`config.mk`:
```
export PLATFORM = sky130hd
export DESIGN_NAME = layer_blend_mode_alpha_mix
export DESIGN_NICKNAME = d
export VERILOG_FILES = /design/src/rtl/lbm_pkg.sv /design/src/rtl/layer_blend_mode_alpha_mix.sv /design/src/rtl/lbm_cfg_regs.sv /design/src/rtl/lbm_channel.sv
export SDC_FILE = /design/constraint.sdc
export NUM_CORES = 2
export LEC_CHECK = 0
export BUFFER_PORTS_ARGS = -buffer_cell sky130_fd_sc_hd__buf_2
export CORE_ASPECT_RATIO = 0.6
export CORE_MARGIN = 8
export CORE_UTILIZATION = 40
export DETAILED_ROUTE_END_ITERATION = 7
export HOLD_SLACK_MARGIN = 0.06
export SYNTH_ARGS = -nofsm -noshare
export SYNTH_HDL_FRONTEND = slang
export SYNTH_SLANG_ARGS = --single-unit
```
`constraint.sdc`:
```
create_clock -name clk_i -period 13.8 [get_ports clk_i]
set_clock_uncertainty 0.1 [all_clocks]
set_input_delay 2.07 -clock clk_i [delete_from_list [all_inputs] [get_ports clk_i]]
set_output_delay 2.07 -clock clk_i [all_outputs]
set_load 0.02 [all_outputs]
```
`src/rtl/lbm_pkg.sv`:
```
package lbm_pkg;

  typedef enum logic [2:0] {
    MODE_NORMAL   = 3'd0,
    MODE_MULTIPLY = 3'd1,
    MODE_SCREEN   = 3'd2,
    MODE_OVERLAY  = 3'd3,
    MODE_DARKEN   = 3'd4,
    MODE_LIGHTEN  = 3'd5,
    MODE_DIFF     = 3'd6
  } mode_e;

  // register indexes, taken from paddr[3:2]
  localparam logic [1:0] REG_BLEND_MODE = 2'd0;
  localparam logic [1:0] REG_OPACITY    = 2'd1;
  localparam logic [1:0] REG_VISIBLE    = 2'd2;

  localparam int unsigned ADDR_W = 4;

  localparam logic [2:0] BLEND_MODE_RST = 3'd0;
  localparam logic [6:0] OPACITY_RST    = 7'd100;
  localparam logic       VISIBLE_RST    = 1'b1;

  localparam logic [6:0] OPACITY_FULL = 7'd100;

  // x / 100 as (x * RECIP_100) >> RECIP_SHIFT, exact for x up to 25500
  localparam logic [15:0] RECIP_100   = 16'd41944;
  localparam int unsigned RECIP_SHIFT = 22;

  localparam int unsigned PIPE_DEPTH = 4;

  typedef struct packed {
    mode_e      mode;
    logic [6:0] opacity;   // saturated, forced to zero for a hidden layer
  } cfg_t;

endpackage

```
`src/rtl/layer_blend_mode_alpha_mix.sv`:
```
// channel   direction  handshake                    payload
// pixel in  input      start high, busy low         bg_*_i, fg_*_i (8 bits each)
// pixel out output     out_valid_o for one cycle    out_*_o (8 bits each)
// config    input      apb, psel/penable/pwrite     paddr, pwdata, prdata
//
// one pixel is taken every clock; each result is registered through the four
// register stages of the channel pipeline
// (products, blend select, opacity mix, reciprocal divide by one hundred).
// busy is held low: the receiver cannot stall, so nothing ever waits.
// reset clears the valid bits and restores the register defaults.
module layer_blend_mode_alpha_mix (
  input  logic                        clk_i,
  input  logic                        rst_ni,
  input  logic                        start,
  output logic                        busy,
  input  logic [7:0]                  bg_red_i,
  input  logic [7:0]                  bg_green_i,
  input  logic [7:0]                  bg_blue_i,
  input  logic [7:0]                  fg_red_i,
  input  logic [7:0]                  fg_green_i,
  input  logic [7:0]                  fg_blue_i,
  output logic                        out_valid_o,
  output logic [7:0]                  out_red_o,
  output logic [7:0]                  out_green_o,
  output logic [7:0]                  out_blue_o,
  input  logic                        psel,
  input  logic                        penable,
  input  logic                        pwrite,
  input  logic [lbm_pkg::ADDR_W-1:0]  paddr,
  input  logic [31:0]                 pwdata,
  output logic [31:0]                 prdata,
  output logic                        pready
);

  lbm_pkg::cfg_t cfg;
  logic [lbm_pkg::PIPE_DEPTH-1:0] valid_q, valid_d;

  assign busy = 1'b0;

  lbm_cfg_regs u_cfg (
    .clk_i   (clk_i),
    .rst_ni  (rst_ni),
    .psel    (psel),
    .penable (penable),
    .pwrite  (pwrite),
    .paddr   (paddr),
    .pwdata  (pwdata),
    .prdata  (prdata),
    .pready  (pready),
    .cfg_o   (cfg)
  );

  // valid bits follow the data through the stages
  assign valid_d = {valid_q[lbm_pkg::PIPE_DEPTH-2:0], start && !busy};

  always_ff @(posedge clk_i or negedge rst_ni) begin
    if (!rst_ni) begin
      valid_q <= '0;
    end else begin
      valid_q <= valid_d;
    end
  end

  assign out_valid_o = valid_q[lbm_pkg::PIPE_DEPTH-1];

  lbm_channel u_red (
    .clk_i (clk_i),
    .cfg_i (cfg),
    .bg_i  (bg_red_i),
    .fg_i  (fg_red_i),
    .out_o (out_red_o)
  );

  lbm_channel u_green (
    .clk_i (clk_i),
    .cfg_i (cfg),
    .bg_i  (bg_green_i),
    .fg_i  (fg_green_i),
    .out_o (out_green_o)
  );

  lbm_channel u_blue (
    .clk_i (clk_i),
    .cfg_i (cfg),
    .bg_i  (bg_blue_i),
    .fg_i  (fg_blue_i),
    .out_o (out_blue_o)
  );

endmodule

```
`src/rtl/lbm_cfg_regs.sv`:
```
module lbm_cfg_regs (
  input  logic                        clk_i,
  input  logic                        rst_ni,
  input  logic                        psel,
  input  logic                        penable,
  input  logic                        pwrite,
  input  logic [lbm_pkg::ADDR_W-1:0]  paddr,
  input  logic [31:0]                 pwdata,
  output logic [31:0]                 prdata,
  output logic                        pready,
  output lbm_pkg::cfg_t               cfg_o
);

  logic [2:0] blend_mode_q, blend_mode_d;
  logic [6:0] opacity_q, opacity_d;
  logic       visible_q, visible_d;
  logic       wr_en;
  logic [6:0] opacity_sat;

  assign pready = 1'b1;
  assign wr_en  = psel && penable && pwrite;

  always_comb begin
    blend_mode_d = blend_mode_q;
    opacity_d    = opacity_q;
    visible_d    = visible_q;
    if (wr_en) begin
      case (paddr[3:2])
        lbm_pkg::REG_BLEND_MODE: blend_mode_d = pwdata[2:0];
        lbm_pkg::REG_OPACITY:    opacity_d    = pwdata[6:0];
        lbm_pkg::REG_VISIBLE:    visible_d    = pwdata[0];
        default: ;
      endcase
    end
  end

  always_ff @(posedge clk_i or negedge rst_ni) begin
    if (!rst_ni) begin
      blend_mode_q <= lbm_pkg::BLEND_MODE_RST;
      opacity_q    <= lbm_pkg::OPACITY_RST;
      visible_q    <= lbm_pkg::VISIBLE_RST;
    end else begin
      blend_mode_q <= blend_mode_d;
      opacity_q    <= opacity_d;
      visible_q    <= visible_d;
    end
  end

  always_comb begin
    case (paddr[3:2])
      lbm_pkg::REG_BLEND_MODE: prdata = {29'd0, blend_mode_q};
      lbm_pkg::REG_OPACITY:    prdata = {25'd0, opacity_q};
      lbm_pkg::REG_VISIBLE:    prdata = {31'd0, visible_q};
      default:                 prdata = 32'd0;
    endcase
  end

  // a hidden layer is a zero opacity mix, which returns the background exactly
  assign opacity_sat = (opacity_q > lbm_pkg::OPACITY_FULL) ? lbm_pkg::OPACITY_FULL : opacity_q;
  assign cfg_o.mode    = lbm_pkg::mode_e'(blend_mode_q);
  assign cfg_o.opacity = visible_q ? opacity_sat : 7'd0;

endmodule

```
`src/rtl/lbm_channel.sv`:
```
module lbm_channel (
  input  logic          clk_i,
  input  lbm_pkg::cfg_t cfg_i,
  input  logic [7:0]    bg_i,
  input  logic [7:0]    fg_i,
  output logic [7:0]    out_o
);

  // stage 1: products and compare
  logic [15:0] mul_q, inv_q;
  logic [7:0]  bg1_q, fg1_q;
  logic        lt1_q;
  // stage 2: blended value
  logic [7:0]  c_q, c_d, bg2_q;
  // stage 3: opacity mix
  logic [14:0] mix_q, mix_d;
  // stage 4: reciprocal product
  logic [30:0] quo_q;

  logic [7:0]  inv_bg, inv_fg;
  logic [7:0]  ovl_lo, ovl_hi;
  logic [6:0]  p_inv;

  assign inv_bg = 8'd255 - bg_i;
  assign inv_fg = 8'd255 - fg_i;

  always_ff @(posedge clk_i) begin
    mul_q <= bg_i * fg_i;
    inv_q <= inv_bg * inv_fg;
    bg1_q <= bg_i;
    fg1_q <= fg_i;
    lt1_q <= bg_i < fg_i;
  end

  // both overlay products shifted by 7 stay at most 253, so bit 15 is never needed
  assign ovl_lo = mul_q[14:7];
  assign ovl_hi = 8'd255 - inv_q[14:7];

  always_comb begin
    case (cfg_i.mode)
      lbm_pkg::MODE_MULTIPLY: c_d = mul_q[15:8];
      lbm_pkg::MODE_SCREEN:   c_d = 8'd255 - inv_q[15:8];
      lbm_pkg::MODE_OVERLAY:  c_d = bg1_q[7] ? ovl_hi : ovl_lo;
      lbm_pkg::MODE_DARKEN:   c_d = lt1_q ? bg1_q : fg1_q;
      lbm_pkg::MODE_LIGHTEN:  c_d = lt1_q ? fg1_q : bg1_q;
      lbm_pkg::MODE_DIFF:     c_d = lt1_q ? (fg1_q - bg1_q) : (bg1_q - fg1_q);
      default:                c_d = fg1_q;
    endcase
  end

  always_ff @(posedge clk_i) begin
    c_q   <= c_d;
    bg2_q <= bg1_q;
  end

  assign p_inv = lbm_pkg::OPACITY_FULL - cfg_i.opacity;

  // at most 100 * 255, fits in 15 bits
  assign mix_d = 15'(cfg_i.opacity * c_q) + 15'(p_inv * bg2_q);

  always_ff @(posedge clk_i) begin
    mix_q <= mix_d;
    quo_q <= 31'(mix_q * lbm_pkg::RECIP_100);
  end

  assign out_o = quo_q[lbm_pkg::RECIP_SHIFT +: 8];

endmodule
```
# Word-level counts from Yosys, hierarchy flattened
# Index checks and enable logic that the tools add are counted.
# word_totals
reg_bits	336
out_inout_bits	59
word_cells	104
# classes
addsub	22
n_mul	15
order_cmp	4
eq_ne	8
muxes	18
n_reduce_logical	6
# ops
op	count
one-hot mux 8 bit (6 select lines)	3
multiplier 8 x 8 -> 16 bit	6
two-way mux 8 bit	12
subtractor 8 bit (first input constant)	12
multiplier 7 x 8 -> 15 bit	6
multiplier 15 x 13 -> 27 bit (second input constant)	3
subtractor 8 bit	6
adder 15 bit	3
< comparator 8 bit	3
one-hot mux 7 bit (3 select lines)	1
two-way mux 7 bit	2
equality test 3 bit (second input constant)	3
greater-than comparator 7 bit (second input constant)	1
subtractor 7 bit (first input constant)	1
equality test 3 x 2 -> 1 bit (second input constant)	2
AND reduction 2 bit	3
equality test 3 x 1 -> 1 bit (second input constant)	1
equality test 2 x 1 -> 1 bit (second input constant)	1
equality test 2 bit (second input constant)	1
logical AND 1 bit	2
logical NOT 2 bit	1

# Depth between registers and ports, before layout
# depth
ltp_word	6
mapped_depth	33

# Cells and area by module
# Synthesis repeated with hierarchy kept, for this count alone.
# hier_totals
hier_cells	4665
area_unflattened_um2	42733.5
# modules_own_cells
module	n_inst	cells_each	area_per_inst_um2	seq_area_each_um2
lbm_channel at u_blue	1	1531	14005.9	1481.4
lbm_channel at u_green	1	1540	13950.9	1481.4
lbm_channel at u_red	1	1506	13857.0	1481.4
lbm_cfg_regs	1	82	808.3	280.3
layer_blend_mode_alpha_mix	1	6	111.4	100.1

# Worst setup path before layout
# Ideal clock, no wire load.
# synth_path
path_kind	register to register
from	register u_cfg.visible_q
to	register u_green.mix_q[13]
arrival_ns	7.316
slack_ns	6.257
stages_incl_launch_ff	29
path_buffers	3
path_cell_list	dfstp_2 clkbuf_1 nor2b_1 and2_1 clkbuf_1 inv_1 ha_1 o21ai_0 o21ai_0 a21oi_1 clkbuf_1 nand2b_1 fa_1 fa_1 inv_1 fa_1 fa_1 fa_1 inv_1 fa_1 inv_1 ha_1 a21o_1 a21oi_1 o21ai_0 a21o_1 a2111oi_0 nor3_1 xor2_1
# synth_via
elab_chain_cells	4
# synth_rtl
element	line	text
start, declared	lbm_cfg_regs.sv:16	logic visible_q, visible_d;
start signal, assigned	lbm_cfg_regs.sv:41	visible_q <= lbm_pkg::VISIBLE_RST;
start signal, assigned	lbm_cfg_regs.sv:45	visible_q <= visible_d;
two-way mux 7 bit *	lbm_cfg_regs.sv:61	assign cfg_o.opacity = visible_q ? opacity_sat : 7'd0;
subtractor 7 bit	lbm_channel.sv:56	assign p_inv = lbm_pkg::OPACITY_FULL - cfg_i.opacity;
multiplier 7 x 8 -> 15 bit	lbm_channel.sv:59	assign mix_d = 15'(cfg_i.opacity * c_q) + 15'(p_inv * bg2_q);
adder 15 bit *	lbm_channel.sv:59	
via u_green.mix_d[13]	lbm_channel.sv:16	logic [14:0] mix_q, mix_d;
end signal, assigned	lbm_channel.sv:62	mix_q <= mix_d;
end, declared	lbm_channel.sv:16	
# Mark *: on every way through the listed nets, which the timed path passes. The rest lies on a longest branch.
# A chain may end at the register's enable or synchronous reset.

# Worst setup path in the final report
# layout_path
from	register u_cfg.opacity_q[1]
to	register u_green.mix_q[13]
# layout_via
elab_chain_cells	6
# layout_rtl
element	line	text
start, declared	lbm_cfg_regs.sv:15	logic [6:0] opacity_q, opacity_d;
start signal, assigned	lbm_cfg_regs.sv:40	opacity_q <= lbm_pkg::OPACITY_RST;
start signal, assigned	lbm_cfg_regs.sv:44	opacity_q <= opacity_d;
greater-than comparator 7 bit	lbm_cfg_regs.sv:59	assign opacity_sat = (opacity_q > lbm_pkg::OPACITY_FULL) ? lbm_pkg::OPACITY_FULL : opacity_q;
two-way mux 7 bit *	lbm_cfg_regs.sv:59	
two-way mux 7 bit *	lbm_cfg_regs.sv:61	
subtractor 7 bit	lbm_channel.sv:56	
multiplier 7 x 8 -> 15 bit	lbm_channel.sv:59	
adder 15 bit *	lbm_channel.sv:59	
via u_green.mix_d[13]	lbm_channel.sv:16	
# Marks and branches as above.

==> impl_metrics.yaml <==
status:
  status: "completed"
cts:
  post_cts_resized: 0
  cts_hold_buf: 0
  cts_buffers: 30
  clkTransAtPathRegs_ns: 0.06
  cts.sinks: 237
  cts_root_buf: "clkbuf_16"
  htreeDepth: 1
  clk_latency_ns: 0.63
  post_cts_buffers: 0
  clockBufferDepth: 3
  cts_tree: "built"
setup_path:
  end_kind: "flip-flop"
  slowest_stage: "xnor2_1"
  r2r-start: "u_cfg.opacity_q[1]"
  setup.reg_to_reg.worst_slack_ns: 4.61
  worstPathArrival_ns: 9.57
  max_stage_delay_ns: 0.95
  r2r_end: "u_green.mix_q[13]"
  crit_type: "flip-flop to flip-flop"
  cp_top_family: "adder cells"
  crit_buf_inv: 7
  r2r_cells: 32
  cp.required_ns: 14.18
  path_common_cell: "fa_1"
  start_kind: "flip-flop"
  cp_max_fo: 52
logic_synthesis:
  synth_edf_count: 0
  avgSynthCellArea_um2: 9.21
  synth-seq-cells: 237
  ys_warn_count: 0
  ys_types: 77
  muxShareOfSynthArea: 0.0108
  synth-simple-area-share: 0.117
  synth-adder-area-share: 0.548
  syn_inst: 4542
  synth_top_family_by_area: "adder cells"
  synthFlopType: "dfxtp_1"
  netlist_area_um2: 41800
  synth-xor-area-share: 0.0291
  ys_seq_area_frac: 0.115
  synth-compound-area-share: 0.0683
  async_flop_share: 0.0633
min_path:
  worstHoldPathCells: 0
  min_path_type: "flip-flop to flip-flop"
  hold_end: "valid_q[2]"
  hold_start: "valid_q[1]"
die:
  initial_core_util: 0.401
  dieArea_um2: 116000
  fp.dieW_um: 434
  dieHeight_um: 267
  rows: 92
  io_pins: 149
  core_area_um2: 104000
cells_and_area:
  area_delta_synth_final_pct: 6.85
  num_antenna_cells: 0
  drive_above_1_share: 0.0467
  nFillCells: 10300
  finish.instance_area_um2: 44700
  nNetsFinal: 6083
  final_util: 0.428
route:
  vias: 29300
  wl_per_cell_um: 16.7
  first_iter_violations: 1914
  drc: 0
  drt_first_pass_iters: 5
  viasPerCell: 4.89
  ant_nets: 0
  drt_wl_total_mm: 100
global_route:
  overflow: 0
  grt_pass1_wl_mm: 167
  grt.total_usage: 0.177
  grt_max_degree: 53
  grt_pass1_vias: 30500
  antenna_found_initial: 4
placed_design:
  numPortBuffers: 94
  dp_hpwl_mm: 82.3
  place.gp.congestion: 0.870
  dpl-instance-area_um2: 43600
timing:
  slew_headroom: 0.192
  fin_crit_ns: 9.19
  finalHoldViolCount: 0
  timing.fmax_mhz: 109
  worstMarginPinSlew_ns: 1.20
  rsz0062_at_grt: "false"
  slew_violations: 0
  setup_tns_ns: 0
  period_share: 0.666
  setup_viol: 0
job:
  maxCapViolations: 0
-- routing by layer --
layer	GRT usage	wire, um
met1	0.283	52500
met2	0.256	40300
met4	0.0221	1280
met3	0.0247	6170
met5	0	0
-- cells by family (layout without fill, tap and decap cells) --
logic type | count (synthesis) | in the layout
flops | 237 | 237
other cells | 2 | 27
simple gates | 1057 | 1057
xor+xnor | 139 | 139
compound gates | 421 | 421
fa+ha+maj | 1435 | 1435
mux | 44 | 44
buf+inv | 1207 | 1222
-- stage by stage --
step / hold slack, ns / setup slack, ns / instances
after floorplan: 0.229 / 6.26 / 4567
after global placement: 0.232 / 5.00 / 5936
after detailed placement: 0.236 / 4.74 / 5936
after CTS: 0.250 / 4.72 / 5992
after global routing: 0.262 / 3.96 / 5992
final: 0.249 / 4.61 / 5992
-- Yosys cell counts (63+ instances only) --
cell / n / area, um^2
inv_1: 1051 / 3950
ha_1: 775 / 9700
fa_1: 660 / 13200
nand2_1: 376 / 1410
nor2_1: 283 / 1060
dfxtp_1: 222 / 4440
a21oi_1: 137 / 686
and2_1: 130 / 813
clkbuf_1: 110 / 413
xnor2_1: 101 / 885
and3_1: 93 / 582
o21ai_0: 63 / 315
-- layout by cell type, fill, tap and decap left out, types with 10 or more instances in the layout --
cell type / count
mux2i_1: 34
nand3_1: 27
mux2_2: 10
nand2_1: 376
o21bai_1: 25
and3_1: 93
nor2_1: 283
clkbuf_16: 31
o22ai_1: 15
o221ai_1: 20
and2_1: 130
xnor2_1: 100
o21ai_0: 63
a21o_1: 25
o21a_1: 22
inv_1: 1051
buf_2: 94
a211oi_1: 15
ha_1: 775
xor2_1: 38
a21oi_1: 136
or2_2: 13
a22oi_1: 11
buf_4: 20
fa_1: 660
nor2b_1: 41
nor3_1: 45
nand2b_1: 16
conb_1: 27
dfxtp_1: 222
-- how the worst max path moves through the flow --
| stage | startpoint | end | slack [ns] | cells after the start |
|---|---|---|---|---|
| after floorplan | u_cfg.visible_q | u_green.mix_q[13] | 6.26 | 28 |
| after global placement | u_cfg.opacity_q[1] | u_green.mix_q[13] | 5.00 | 30 |
| after detailed placement | u_cfg.opacity_q[1] | u_green.mix_q[13] | 4.74 | 32 |
| after CTS | u_cfg.opacity_q[1] | u_green.mix_q[13] | 4.72 | 32 |
| after global routing | u_cfg.opacity_q[1] | u_green.mix_q[13] | 3.96 | 30 |
| final | u_cfg.opacity_q[1] | u_green.mix_q[13] | 4.61 | 32 |
-- state kept, by name, summed over array words and instances (netlist names), 9 cells and up --
name           count
u_blue.inv_q       9
u_blue.mix_q      15
u_blue.mul_q       9
u_green.inv_q      9
u_green.mix_q     15
u_green.mul_q      9
u_red.inv_q        9
u_red.mix_q       15
u_red.mul_q        9
-- cell type report --
cell class / instances / area [um^2] / area share
multi-input combinational: 3123 / 32500 / 0.726
sequential: 237 / 4830 / 0.108
inverter: 1052 / 3950 / 0.0883
tap: 1410 / 1760 / 0.0395
clock buffer: 39 / 846 / 0.0189
timing repair buffer: 114 / 621 / 0.0139
clock inverter: 17 / 231 / 0.00518
Power is not shown: default switching activity piles up to over one toggle a cycle in this logic, so the estimate is an artifact.
